**config.mk**
```make
export PLATFORM = sky130hd
export DESIGN_NAME = drks_select
export DESIGN_NICKNAME = d
export VERILOG_FILES = /design/src/sv/drks_pkg.sv /design/src/sv/drks_select.sv
export SDC_FILE = /design/constraint.sdc
export NUM_CORES = 1
export LEC_CHECK = 0
export ABC_AREA = 1
export BUFFER_PORTS_ARGS = -buffer_cell sky130_fd_sc_hd__buf_2
export CORE_MARGIN = 4
export CORE_UTILIZATION = 53
export CTS_CLUSTER_SIZE = 14
export DETAILED_ROUTE_END_ITERATION = 10
export GPL_ROUTABILITY_DRIVEN = 0
export PLACE_DENSITY = 0.76
export REMOVE_ABC_BUFFERS = 1
export SYNTH_ARGS = -nofsm -noshare
export SYNTH_HDL_FRONTEND = slang
export SYNTH_SLANG_ARGS = --single-unit
```
**constraint.sdc**
```tcl
create_clock -name clk_i -period 2 [get_ports clk_i]
set_input_delay 0.4 -clock clk_i [delete_from_list [all_inputs] [get_ports clk_i]]
set_output_delay 0.4 -clock clk_i [all_outputs]
set_load 0.01 [all_outputs]
```
**src/sv/drks_pkg.sv**
```systemverilog
// Package with shared widths, codes and types of the k-th smallest unit.
package drks_pkg;

  localparam int POSITIONS_DEF  = 1024;
  localparam int VALUE_BITS_DEF = 16;

  localparam int POS_W  = 10;
  localparam int VAL_W  = 16;
  localparam int RANK_W = 11;
  localparam int CFG_W  = 11;
  localparam int CNT_W  = 11;

  localparam logic KIND_WRITE = 1'b0;
  localparam logic KIND_QUERY = 1'b1;

  typedef enum logic [1:0] {
    STATUS_OK   = 2'd0,
    STATUS_OVER = 2'd1,
    STATUS_ZERO = 2'd2,
    STATUS_BAD  = 2'd3
  } status_e;

  typedef struct packed {
    logic done;
    logic over;
  } sel_result_t;

endpackage

```
**src/sv/drks_select.sv**
```systemverilog
// Radix-select sequencer that scans the value memory once for the total count and then once per value bit.
module drks_select import drks_pkg::*; #(
  parameter int POSITIONS  = POSITIONS_DEF,
  parameter int VALUE_BITS = VALUE_BITS_DEF,
  localparam int AW = (POSITIONS > 1) ? $clog2(POSITIONS) : 1
) (
  input  logic                  clk_i,
  input  logic                  rst_ni,
  input  logic                  start_i,
  input  logic [AW-1:0]         lo_i,
  input  logic [AW-1:0]         hi_i,
  input  logic [RANK_W-1:0]     rank_i,
  output logic                  rd_en_o,
  output logic [AW-1:0]         rd_addr_o,
  input  logic [VALUE_BITS:0]   rd_data_i,
  output logic [VALUE_BITS-1:0] value_o,
  output sel_result_t           res_o
);

  typedef enum logic [1:0] {
    S_IDLE,
    S_SCAN,
    S_DRAIN,
    S_EVAL
  } sel_state_e;

  sel_state_e            state_q;
  logic [AW-1:0]         addr_q;
  logic [AW-1:0]         lo_q;
  logic [AW-1:0]         hi_q;
  logic [RANK_W-1:0]     rk_q;
  logic [CNT_W-1:0]      count_q;
  logic [VALUE_BITS-1:0] pfx_q;
  logic [VALUE_BITS-1:0] mask_q;
  logic [VALUE_BITS-1:0] sel_q;
  logic                  rd_vld_q;
  logic                  done_q;
  logic                  over_q;

  logic                  match;
  logic                  above;
  logic [VALUE_BITS-1:0] sel_next;

  assign match = rd_data_i[VALUE_BITS] &&
                 (((rd_data_i[VALUE_BITS-1:0] ^ pfx_q) & mask_q) == '0);
  assign above    = RANK_W'(rk_q) > RANK_W'(count_q);
  assign sel_next = sel_q >> 1;

  assign rd_en_o   = (state_q == S_SCAN);
  assign rd_addr_o = addr_q;
  assign value_o   = pfx_q;
  assign res_o     = '{done: done_q, over: over_q};

  always_ff @(posedge clk_i or negedge rst_ni) begin
    if (!rst_ni) begin
      state_q  <= S_IDLE;
      addr_q   <= '0;
      lo_q     <= '0;
      hi_q     <= '0;
      rk_q     <= '0;
      count_q  <= '0;
      pfx_q    <= '0;
      mask_q   <= '0;
      sel_q    <= '0;
      rd_vld_q <= 1'b0;
      done_q   <= 1'b0;
      over_q   <= 1'b0;
    end else begin
      rd_vld_q <= (state_q == S_SCAN);
      if (rd_vld_q && match) begin
        count_q <= CNT_W'(count_q + CNT_W'(1));
      end
      case (state_q)
        S_IDLE: begin
          done_q <= 1'b0;
          if (start_i) begin
            lo_q    <= lo_i;
            hi_q    <= hi_i;
            addr_q  <= lo_i;
            rk_q    <= rank_i;
            count_q <= '0;
            pfx_q   <= '0;
            mask_q  <= '0;
            sel_q   <= '0;
            state_q <= S_SCAN;
          end
        end
        S_SCAN: begin
          if (addr_q == hi_q) begin
            state_q <= S_DRAIN;
          end else begin
            addr_q <= AW'(addr_q + AW'(1));
          end
        end
        S_DRAIN: begin
          state_q <= S_EVAL;
        end
        S_EVAL: begin
          addr_q  <= lo_q;
          count_q <= '0;
          state_q <= S_SCAN;
          if (sel_q == '0) begin
            if (above) begin
              done_q  <= 1'b1;
              over_q  <= 1'b1;
              state_q <= S_IDLE;
            end else begin
              sel_q  <= {1'b1, {(VALUE_BITS-1){1'b0}}};
              mask_q <= {1'b1, {(VALUE_BITS-1){1'b0}}};
            end
          end else begin
            if (above) begin
              rk_q  <= RANK_W'(rk_q - RANK_W'(count_q));
              pfx_q <= pfx_q | sel_q;
            end
            if (sel_q[0]) begin
              done_q  <= 1'b1;
              over_q  <= 1'b0;
              state_q <= S_IDLE;
            end else begin
              sel_q  <= sel_next;
              mask_q <= mask_q | sel_next;
            end
          end
        end
        default: begin
          state_q <= S_IDLE;
        end
      endcase
    end
  end

endmodule

```
==> results.json <==
{
  "finalSetupViolations": 1,
  "final_nets": 998,
  "clock_path_buffers": 2,
  "postSynthCellCount": 815,
  "ir_drop_mv": 0.837,
  "yosysMostFrequentCell": "nand2_1",
  "postRouteAntennaNets": 0,
  "h-tree-depth": 3,
  "grt_max_degree": 106,
  "cts_tree": "built",
  "synth-main-ff-cell": "dfrtp_1",
  "syn_area_um2": 6190,
  "io_pins": 80,
  "max_cap_viol_count": 0,
  "num_vias": 5848,
  "n_fill_cell": 945,
  "numCtsBuffers": 9,
  "cts-root-buf": "clkbuf_16",
  "drc": 0,
  "grtUsageMet3_pct": 5.44,
  "required_ns": 2.25,
  "synth_edf_count": 0,
  "grt_setup_unrepaired": "true",
  "fin_crit_ns": 2.01,
  "drtIter0Drc": 472,
  "grt_pass1_wl_mm": 25.7,
  "start_kind": "flip-flop",
  "dpl.hpwl_mm": 10.4,
  "ctsHoldBuffers": 0,
  "io_buffers": 79,
  "power_density_nw_per_um2": 1590,
  "start_util_pct": 54.2,
  "clkSlewWorstSetupHoldPaths_ns": 0.08,
  "synth_top_area_share_pct": 42.4,
  "grt_pass1_vias": 5464,
  "max_freq_mhz": 498,
  "routedWlPerCell_um": 15.2,
  "arrival_ns": 2.25,
  "worst_slack_ns": -0.00680,
  "stdcell_area_um2": 7790,
  "dp.cells": 1047,
  "drive_above_1_share_pct": 26.7,
  "status": "finished, violations left",
  "endpoint_kind": "flip-flop",
  "multi_input_area_um2": 3350,
  "placed_area_um2": 6960,
  "ys_seq_area_share_pct": 42.4,
  "syn_to_final_growth_pct": 25.9,
  "grt_overflow": 0,
  "yosys.area.top_type": "dfrtp_1",
  "synthDistinctLibCells": 38,
  "yosys-top-cells-area": "dfrtp_1 42%, nand2_1 14%, o21ai_0 5.7%",
  "async_flop_share_pct": 100,
  "fin_hold_ws_ns": 0.0950,
  "synth_warnings": 0,
  "die_h_um": 116,
  "totalWireLength_mm": 16.4,
  "die_w_um": 116,
  "grt_use_met2_pct": 39.2,
  "num_rows": 39,
  "finalCritPeriodShare_pct": 100,
  "syn_area_per_cell_um2": 7.60,
  "cts_sinks": 105,
  "fin_util_pct": 68.3,
  "instances_no_fill": 1077,
  "synth_seq_cells": 105,
  "skew_ns": 0.00917,
  "drv_slew": 0,
  "critPathKind": "reg2reg",
  "via_per_inst": 5.43,
  "core_um2": 11400,
  "grt.met1_usage_pct": 32.4,
  "antenna_found_initial": 0,
  "yosys-top-cells-count": "235 x nand2_1, 105 x dfrtp_1, 83 x inv_1, 70 x o21ai_0, 62 x nor2_1",
  "firstDrtPassIters": 5,
  "tightest_slew_ns": 0.598,
  "hold_violations": 0,
  "dieArea_um2": 13500,
  "n_antenna_cell": 0,
  "max_slew_margin_pct": 59.8,
  "clk-insertion-delay-late_ns": 0.36,
  "violations": "negative setup slack",
  "place_ws_ns": -0.0526,
  "worstPathMaxFanout": 8,
  "p_leak_nw": 3.74,
  "gr-usage-all-layers_pct": 23.9,
  "hp-class": "in2async",
  "ff_latch_area_um2": 2630,
  "top_usage_layer": "met2"
}
==> layer usage <==
metal / wire (um) / up-vias
li1: - / 2911
met1: 7170 / 2730
met2: 7920 / 178
met3: 953 / 29
met4: 351 / 0
met5: 0 / -
==> layout by cell type, fill, tap and decap left out, drive strengths merged <==
| cell | synthesis | routed |
|---|---|---|
| nand3 | 61 | 61 |
| clkinv | 0 | 2 |
| o21ai | 106 | 106 |
| o211ai | 18 | 18 |
| nor3 | 15 | 15 |
| a31oi | 3 | 3 |
| bufinv | 0 | 1 |
| xor2 | 4 | 4 |
| inv | 86 | 89 |
| or2 | 6 | 6 |
| a22oi | 6 | 6 |
| nor2 | 64 | 64 |
| buf | 16 | 129 |
| dfrtp | 105 | 105 |
| nand2 | 236 | 236 |
| fa | 1 | 1 |
| mux2i | 2 | 2 |
| ha | 17 | 17 |
| o21bai | 2 | 2 |
| a21oi | 20 | 20 |
| clkbuf | 14 | 14 |
| mux2 | 13 | 13 |
| xnor2 | 7 | 7 |
| nand4 | 9 | 9 |
| nand3b | 1 | 1 |
| o22ai | 2 | 2 |
| a21o | 1 | 1 |
==> area by class of cell <==
type                            instances  share of cell area, %
Multi-Input combinational cell        594                   43.0
Sequential cell                       105                   33.7
Timing Repair Buffer                  133                   12.9
Inverter                               86                   4.27
Clock buffer                           10                   2.94
Tap cell                              143                   2.30
Clock inverter                          6                  0.947
==> critical path, stage by stage, from the launching register on <==
cell and delay [ns]:
dfrtp_1 0.39, inv_2 0.09, ha_4 0.22, a21o_1 0.20, a21oi_2 0.16, nand3_2 0.12, nand2_2 0.10, nand2_2 0.06
nand3_4 0.07, buf_12 0.16, buf_12 0.15, inv_8 0.04, nand2_1 0.07, nand2_1 0.06
==> metrics by stage <==
step	setup TNS [ns]	total power [mW]
3_5_place_dp	-0.499	8.49
2_1_floorplan	-76.00	6.46
5_1_grt	-1.80	13.3
3_3_place_gp	-0.0243	8.38
6_report	-0.00680	12.4
4_1_cts	0	11.0
==> sequential cells by signal, indices dropped and copies added, names as in the netlist <==
register,flops
count_q,11
sel_q,16
rd_addr_o,10
done_q,1
rd_vld_q,1
over_q,1
lo_q,10
hi_q,10
rk_q,11
state_q,2
value_o,16
mask_q,16
==> logic make-up after synthesis <==
family,synth area share [%]
multiplexers,2.69
adder cells (fa/ha/maj),3.76
AND/OR/NAND/NOR,26.6
XOR/XNOR,1.56
buffers and inverters,8.08
AO/OA/AOI/OAI,14.9
flip-flops,42.4
==> path summary, 6_finish.rpt <==
path	from	to	slack, ns	depth (start not counted)
setup / recovery	count_q[10]$_DFF_PN0_	rk_q[4]$_DFFE_PN0P_	-0.007	13
hold / removal	rst_ni	value_o[11]$_DFFE_PN0P_	0.09	2
setup reg to reg	count_q[10]$_DFF_PN0_	rk_q[4]$_DFFE_PN0P_	-0.007	13
hold reg to reg	done_q$_DFFE_PN0P_	done_q$_DFFE_PN0P_	0.49	2
max in group asynchronous	rst_ni	rk_q[6]$_DFFE_PN0P_	1.47	2
min in group clk_i	hi_i[3]	hi_q[3]$_DFFE_PN0P_	0.27	2
==> power breakdown <==
part	total [mW]	leakage (nW)	switching (mW)	internal (mW)
logic	7.41	2.22	4.14	3.27
registers	3.12	1.38	0.463	2.65
clock network	1.84	0.148	0.850	0.990
==> timing repair <==
action / CTS / global route
pin swaps: 0 / 16
endpoints found under the hold margin: 0 / 0
setup endpoints to repair: 17 / 62
buffers inserted: 1 / 6
resized for setup: 18 / 73
cloned: 2 / 5
(Power assumes the default switching activity.)
